[src/hdl/assert_macros.svh]
// ----------------------------------------------------------------------------
// assert_macros.svh
// Assertion wrappers shared by the RTL; empty when synthesizing.
// ----------------------------------------------------------------------------
`ifndef ASSERT_MACROS_SVH
`define ASSERT_MACROS_SVH

`ifndef SYNTHESIS

// Check a property on every rising edge outside reset.
`define SIDA_ASSERT(label, clk, rst, prop) \
  label: assert property (@(posedge clk) disable iff (rst) (prop)) \
    else $error("sida assertion failed");

// Check that a trigger is followed by a consequence in the next cycle.
`define SIDA_ASSERT_NEXT(label, clk, rst, trig, cons) \
  label: assert property (@(posedge clk) disable iff (rst) (trig) |=> (cons)) \
    else $error("sida assertion failed");

`else

`define SIDA_ASSERT(label, clk, rst, prop)
`define SIDA_ASSERT_NEXT(label, clk, rst, trig, cons)

`endif

`endif

[src/hdl/sida_pkg.sv]
// ----------------------------------------------------------------------------
// sida_pkg
// Shared types, constants and the BCD adjust function of the integer to
// decimal text converter.
// ----------------------------------------------------------------------------
`default_nettype none

package sida_pkg;

  localparam int VALUE_W   = 64;
  localparam int CHAR_W    = 6;
  // 2^63 < 10^19, so 19 digits hold any magnitude
  localparam int NDIG      = 19;
  localparam int BCD_W     = NDIG * 4;
  localparam int DIG_CNT_W = 5;
  localparam int BIT_CNT_W = 6;

  localparam logic [CHAR_W-1:0]    CHAR_ZERO  = 6'd48;
  localparam logic [CHAR_W-1:0]    CHAR_NINE  = 6'd57;
  localparam logic [CHAR_W-1:0]    CHAR_MINUS = 6'd45;
  localparam logic [BIT_CNT_W-1:0] LAST_BIT   = 6'(VALUE_W - 1);
  localparam logic [DIG_CNT_W-1:0] ALL_DIGITS = 5'(NDIG);

  typedef enum logic [2:0] {
    ST_IDLE,
    ST_CONVERT,
    ST_STRIP,
    ST_SIGN,
    ST_DIGITS
  } sida_state_t;

  // controller to datapath
  typedef struct packed {
    logic load;
    logic shift;
    logic strip;
    logic emit;
    logic sel_sign;
  } sida_cmd_t;

  // datapath to controller
  typedef struct packed {
    logic bit_last;
    logic top_zero;
    logic one_left;
    logic neg;
  } sida_stat_t;

  // Add 3 to every BCD digit of 5 or more, ahead of the next left shift.
  function automatic logic [BCD_W-1:0] dabble(input logic [BCD_W-1:0] bcd);
    logic [BCD_W-1:0] res;
    res = bcd;
    for (int d = 0; d < NDIG; d++) begin
      if (bcd[d*4 +: 4] >= 4'd5) begin
        res[d*4 +: 4] = bcd[d*4 +: 4] + 4'd3;
      end
    end
    return res;
  endfunction

endpackage

`default_nettype wire

[src/hdl/signed_int_to_decimal_ascii_core.sv]
// ----------------------------------------------------------------------------
// signed_int_to_decimal_ascii_core
// Converts a signed 64-bit integer to its decimal ASCII text.
// ----------------------------------------------------------------------------
// Usage:
//   Input channel (in_valid/in_ready, value) takes one two's complement
//   integer per beat. Output channel (out_valid/out_ready) returns the text
//   one character per beat, most significant first: ascii_char holds the
//   minus sign (45) or a digit (48..57), last_char marks the final beat.
//   Zero gives a single '0'; no leading zeros are produced.
//   Sequence: load, shift-and-adjust steps of the double-dabble
//   register, up to 18 leading zero digits dropped, then one character
//   per beat (1..20 characters) while the receiver is ready.
//   The BCD shift loop takes one magnitude bit per cycle.
//   in_ready is high only while idle; one item is in flight at a time.
//   A stalled receiver holds the current character and the block waits.
//   Reset returns the sequencer to idle and drops any item in flight.
// ----------------------------------------------------------------------------
`default_nettype none

`include "assert_macros.svh"

module signed_int_to_decimal_ascii_core (
  input  wire logic                          clk,
  input  wire logic                          rst,
  input  wire logic                          in_valid,
  output logic                               in_ready,
  input  wire logic [sida_pkg::VALUE_W-1:0]  value,
  output logic                               out_valid,
  input  wire logic                          out_ready,
  output logic [sida_pkg::CHAR_W-1:0]        ascii_char,
  output logic                               last_char
);

  sida_pkg::sida_cmd_t  cmd;
  sida_pkg::sida_stat_t stat;
  logic                 char_legal;

  sida_ctrl u_ctrl (
    .clk       (clk),
    .rst       (rst),
    .in_valid  (in_valid),
    .in_ready  (in_ready),
    .out_valid (out_valid),
    .out_ready (out_ready),
    .stat      (stat),
    .cmd       (cmd)
  );

  sida_datapath u_datapath (
    .clk        (clk),
    .value      (value),
    .cmd        (cmd),
    .stat       (stat),
    .ascii_char (ascii_char),
    .last_char  (last_char)
  );

  // a minus sign or a decimal digit
  assign char_legal = (ascii_char == sida_pkg::CHAR_MINUS) ||
                      ((ascii_char >= sida_pkg::CHAR_ZERO) &&
                       (ascii_char <= sida_pkg::CHAR_NINE));

  // one item at a time: never take input while emitting
  `SIDA_ASSERT(a_no_overlap, clk, rst, !(in_ready && out_valid))
  // the final character hands control back to idle
  `SIDA_ASSERT_NEXT(a_last_to_idle, clk, rst, out_valid && out_ready && last_char, in_ready)
  // emitted characters are a minus sign or a decimal digit
  `SIDA_ASSERT(a_char_range, clk, rst, !out_valid || char_legal)
  // the sign never ends a run
  `SIDA_ASSERT(a_sign_not_last, clk, rst, !(out_valid && (ascii_char == sida_pkg::CHAR_MINUS) && last_char))

endmodule

`default_nettype wire

[src/hdl/sida_ctrl.sv]
// ----------------------------------------------------------------------------
// sida_ctrl
// Sequencer: load, 64 shift-and-adjust steps, leading zero strip, then
// the sign and digit beats.
// ----------------------------------------------------------------------------
`default_nettype none

module sida_ctrl (
  input  wire logic               clk,
  input  wire logic               rst,
  input  wire logic               in_valid,
  output logic                    in_ready,
  output logic                    out_valid,
  input  wire logic               out_ready,
  input  wire sida_pkg::sida_stat_t stat,
  output sida_pkg::sida_cmd_t     cmd
);

  sida_pkg::sida_state_t state, state_next;

  // state register
  always_ff @(posedge clk) begin
    if (rst) begin
      state <= sida_pkg::ST_IDLE;
    end else begin
      state <= state_next;
    end
  end

  // next state and commands
  always_comb begin
    state_next = state;
    cmd        = '0;
    in_ready   = 1'b0;
    out_valid  = 1'b0;
    unique case (state)
      sida_pkg::ST_IDLE: begin
        in_ready = 1'b1;
        if (in_valid) begin
          cmd.load   = 1'b1;
          state_next = sida_pkg::ST_CONVERT;
        end
      end
      sida_pkg::ST_CONVERT: begin
        cmd.shift = 1'b1;
        if (stat.bit_last) begin
          state_next = sida_pkg::ST_STRIP;
        end
      end
      sida_pkg::ST_STRIP: begin
        // drop leading zeros, keeping at least one digit
        if (stat.top_zero && !stat.one_left) begin
          cmd.strip = 1'b1;
        end else if (stat.neg) begin
          state_next = sida_pkg::ST_SIGN;
        end else begin
          state_next = sida_pkg::ST_DIGITS;
        end
      end
      sida_pkg::ST_SIGN: begin
        out_valid    = 1'b1;
        cmd.sel_sign = 1'b1;
        if (out_ready) begin
          state_next = sida_pkg::ST_DIGITS;
        end
      end
      sida_pkg::ST_DIGITS: begin
        out_valid = 1'b1;
        if (out_ready) begin
          cmd.emit = 1'b1;
          if (stat.one_left) begin
            state_next = sida_pkg::ST_IDLE;
          end
        end
      end
      default: begin
        state_next = sida_pkg::ST_IDLE;
      end
    endcase
  end

endmodule

`default_nettype wire

[src/hdl/sida_datapath.sv]
// ----------------------------------------------------------------------------
// sida_datapath
// Magnitude shifter, double-dabble BCD register, bit and digit counters,
// and the output character formatter.
// ----------------------------------------------------------------------------
`default_nettype none

module sida_datapath (
  input  wire logic                          clk,
  input  wire logic [sida_pkg::VALUE_W-1:0]  value,
  input  wire sida_pkg::sida_cmd_t           cmd,
  output sida_pkg::sida_stat_t               stat,
  output logic [sida_pkg::CHAR_W-1:0]        ascii_char,
  output logic                               last_char
);

  logic [sida_pkg::VALUE_W-1:0]   mag;
  logic [sida_pkg::BCD_W-1:0]     bcd;
  logic [sida_pkg::BIT_CNT_W-1:0] bit_cnt;
  logic [sida_pkg::DIG_CNT_W-1:0] ndig;
  logic                           neg;
  logic [sida_pkg::BCD_W-1:0]     bcd_adj;
  logic [3:0]                     top_digit;

  assign bcd_adj   = sida_pkg::dabble(bcd);
  assign top_digit = bcd[sida_pkg::BCD_W-1 -: 4];

  // load, shift-and-adjust, then shift digits out of the top
  always_ff @(posedge clk) begin
    if (cmd.load) begin
      neg     <= value[sida_pkg::VALUE_W-1];
      mag     <= value[sida_pkg::VALUE_W-1] ? (~value + 64'd1) : value;
      bcd     <= '0;
      bit_cnt <= sida_pkg::LAST_BIT;
      ndig    <= sida_pkg::ALL_DIGITS;
    end else if (cmd.shift) begin
      mag     <= {mag[sida_pkg::VALUE_W-2:0], 1'b0};
      bcd     <= {bcd_adj[sida_pkg::BCD_W-2:0], mag[sida_pkg::VALUE_W-1]};
      bit_cnt <= bit_cnt - 6'd1;
    end else if (cmd.strip || cmd.emit) begin
      bcd     <= {bcd[sida_pkg::BCD_W-5:0], 4'd0};
      ndig    <= ndig - 5'd1;
    end
  end

  // status back to the controller
  always_comb begin
    stat.bit_last = (bit_cnt == '0);
    stat.top_zero = (top_digit == 4'd0);
    stat.one_left = (ndig == 5'd1);
    stat.neg      = neg;
  end

  // format the current beat
  assign ascii_char = cmd.sel_sign ? sida_pkg::CHAR_MINUS
                                   : sida_pkg::CHAR_ZERO + {2'b00, top_digit};
  assign last_char  = !cmd.sel_sign && (ndig == 5'd1);

endmodule

`default_nettype wire

[config.mk]
export PLATFORM = sky130hd
export DESIGN_NAME = signed_int_to_decimal_ascii_core
export DESIGN_NICKNAME = d
export VERILOG_FILES = /design/src/hdl/sida_pkg.sv /design/src/hdl/signed_int_to_decimal_ascii_core.sv /design/src/hdl/sida_ctrl.sv /design/src/hdl/sida_datapath.sv
export VERILOG_INCLUDE_DIRS = /design/src /design/src/hdl
export SDC_FILE = /design/constraint.sdc
export NUM_CORES = 1
export LEC_CHECK = 0
export BUFFER_PORTS_ARGS = -buffer_cell sky130_fd_sc_hd__buf_2
export CORE_MARGIN = 10
export CORE_UTILIZATION = 47
export DETAILED_ROUTE_END_ITERATION = 10
export HOLD_SLACK_MARGIN = 0.08
export PLACE_DENSITY = 0.65
export SLEW_MARGIN = 20
export SYNTH_ARGS = -nofsm -noshare
export SYNTH_HDL_FRONTEND = slang
export SYNTH_SLANG_ARGS = --single-unit
[constraint.sdc]
create_clock -name clk -period 4 [get_ports clk]
set_input_delay 0.4 -clock clk [delete_from_list [all_inputs] [get_ports clk]]
set_output_delay 0.4 -clock clk [all_outputs]
set_load 0.005 [all_outputs]
==> qor.yml <==
synth:
  synthSimpleGateAreaFrac: 0.179
  syn_inst: 1107
  ys_types: 51
  ys.flop_type: "dfxtp_1"
  muxShareOfSynthArea: 0.00214
  ys_seq_area_frac: 0.402
  synth_top_family_by_area: "compound AO/OA/AOI/OAI gates"
  ys_async_sr_fraction: 0
  post_synth_xor_area_fraction: 0.0834
  synth-edff-count: 65
  syn_nets: 1219
  synthAdderAreaFrac: 0.0589
  yosysWarnings: 0
  syn_avg_cell_area_um2: 8.44
  syn_area_um2: 9350
  synth-seq-cells: 155
  synth-compound-area-share: 0.229
power_and_ir_drop:
  clockPowerShare: 0.337
  sw_frac_of_total: 0.321
  ir_drop_mv: 0.376
  powerDensity_nw_per_um2: 503
  combPwrFrac: 0.235
  p_sw_uw: 1710
  p_leak_uw: 0.00379
  p_seq_frac: 0.427
  p_int_uw: 3610
worst_setup_path:
  critical_path_required_ns: 4.34
  r2r_cells: 9
  critical-path-top-delay-family: "simple AND/OR/NAND/NOR gates"
  rr_endpoint: "u_datapath.bcd[7]"
  end_kind: "flop"
  slowest_stage: "nor4b_1"
  cp_num_buf_inv: 2
  cp.depth: 9
  crit_start: "u_datapath.ndig[1]"
  cpPeakStageDelay_ns: 0.62
  worstReg2RegStart: "u_datapath.ndig[1]"
  cp-start-kind: "flop"
  crit_fanout: 50
  crit_type: "flop to flop"
  cp_cell_sequence: "inv_1 > ha_1 > nor4b_1 > nor4bb_1 > a31o_2 > nor2_4 > buf_12 > o21ai_0 > a21oi_1"
  r2r_slack_ns: 1.15
  critical_path_arrival_ns: 3.19
cts:
  cts_buffers: 17
  path_clk_slew_ns: 0.06
  cts_buffer_depth: 2
  htreeDepth: 4
  clk_latency_ns: 0.42
  postCtsHoldBufs: 0
  cts_tree: "done"
  cts-root-buf: "clkbuf_16"
  clock_sinks: 155
  cts_setup_buffers: 0
  cts_resized: 0
die:
  rows: 51
  io_pins: 77
  die_w_um: 161
  fp.coreArea_um2: 19500
  die_area_um2: 25900
  die_y_um: 161
  start_util: 0.479
timing:
  period_minus_slack_ns: 2.85
  hold_viol_final: 0
  rsz0062_at_grt: "false"
  setup_tns_ns: 0
  fin_skew_ns: 0.00924
  timing.hold.ws_ns: 0.170
  slew_headroom: 0.351
  post-route-period-util: 0.712
  worst_pin_slew_ns: 0.973
  timing.fmax_ghz: 0.351
  timing.final.setup_violations: 0
  maxSlewViolCount: 0
route:
  antenna_left: 0
  wl_per_cell_um: 15.1
  vias: 7926
  vias_per_cell: 5.57
  drcViolationCount: 0
  drt-total-wl_um: 21500
  drt_iter0_drc: 428
  dr.pass1.iters: 5
cells_and_area:
  final_util: 0.542
  instances_no_fill: 1424
  final_layout_size_suffix_gt1_frac: 0.123
  final_common_cell: "nand2_1"
  final_cell_mix: "nand2_1 (143), o21ai_0 (127), a21oi_1 (116)"
  nets: 1258
  synthToLayoutAreaGrowth_pct: 13.2
  fillCellCount: 1848
  n_antenna_cell: 0
worst_hold_path:
  hp-class: "input pin to flop"
  min_to: "u_ctrl.state[2]"
  whs_path_depth: 2
  min_from: "rst"
global_route:
  grt_pass1_vias: 7633
  grt_pass1_wl_um: 36600
  grtUsageTotal: 0.164
  grt_max_degree: 108
  antenna_found_initial: 0
  grt_overflow: 0
placed_design:
  gp_congestion: 0.838
  hpwl_um: 14000
  dp.cells: 1392
  io_buffers: 75
job:
  cap_violations: 0
run_status:
  status: "finished clean"
==> sequential cells by signal, summed over array words and instances (netlist names) <==
name,cells
u_ctrl.state,3
u_datapath.bcd,76
u_datapath.bit_cnt,6
u_datapath.mag,64
u_datapath.ndig,5
u_datapath.neg,1
==> metal layers <==
layer,vias to the layer above,global-route usage,part of all wire
li1,4075,-,-
met1,3686,0.220,0.49
met2,152,0.258,0.46
met3,13,0.0397,0.046
met4,0,0.0418,0.0077
met5,-,0,0
==> logic make-up (layout without fill, tap and decap cells) <==
logic type | count (synthesis) | after routing
xor+xnor | 89 | 89
fa+ha+maj | 44 | 44
flops | 155 | 155
simple gates | 340 | 340
other cells | 1 | 1
buf+inv | 113 | 165
compound gates | 363 | 363
mux | 2 | 2
==> synth_stat cells, drive strengths merged (25+ instances only) <==
| master | instances | area (µm²) |
|---|---|---|
| nand2 | 146 | 548 |
| o21ai | 133 | 666 |
| a21oi | 116 | 581 |
| dfxtp | 90 | 1800 |
| edfxtp | 65 | 1950 |
| xor2 | 63 | 552 |
| clkbuf | 57 | 214 |
| nor2 | 51 | 191 |
| inv | 47 | 176 |
| ha | 44 | 551 |
| o22ai | 35 | 219 |
| nor3 | 27 | 140 |
| xnor2 | 26 | 228 |
| nand2b | 25 | 156 |
==> power groups by stage <==
stage | Combinational [µW] | Clock, µW | Sequential, µW
floorplan | 894 | 0 | 2270
global placement | 1260 | 0 | 2290
detailed placement | 1260 | 0 | 2300
CTS | 1270 | 1820 | 2270
global route | 1420 | 1880 | 2310
finish | 1250 | 1790 | 2270
==> final cells by class <==
type                            count  area, µm²  share of cell area
Timing Repair Buffer               86        473              0.0447
Inverter                           47        176              0.0167
Sequential cell                   155       3750               0.355
Clock buffer                       20        437              0.0413
Clock inverter                     12        209              0.0198
Tap cell                          265        332              0.0313
Multi-Input combinational cell    839       5200               0.491
==> how the worst max path moves through the flow <==
stage	endpoint	slack (ns)
2_1_floorplan	u_datapath.mag[0]	0.56
3_3_place_gp	u_datapath.mag[51]	0.97
3_5_place_dp	u_datapath.mag[51]	0.90
4_1_cts	u_datapath.bcd[35]	1.12
5_1_grt	u_datapath.bcd[7]	0.85
6_report	u_datapath.bcd[7]	1.15
==> through the flow <==
| stage | setup slack (ns) | total power, µW | area (µm²) |
|---|---|---|---|
| floorplan | 0.558 | 3160 | 9350 |
| global placement | 0.970 | 3550 | 9930 |
| detailed placement | 0.896 | 3570 | 9930 |
| CTS | 1.12 | 5370 | 10600 |
| global route | 0.847 | 5620 | 10600 |
| finish | 1.15 | 5310 | 10600 |
Power figures use the tool's default switching activity.
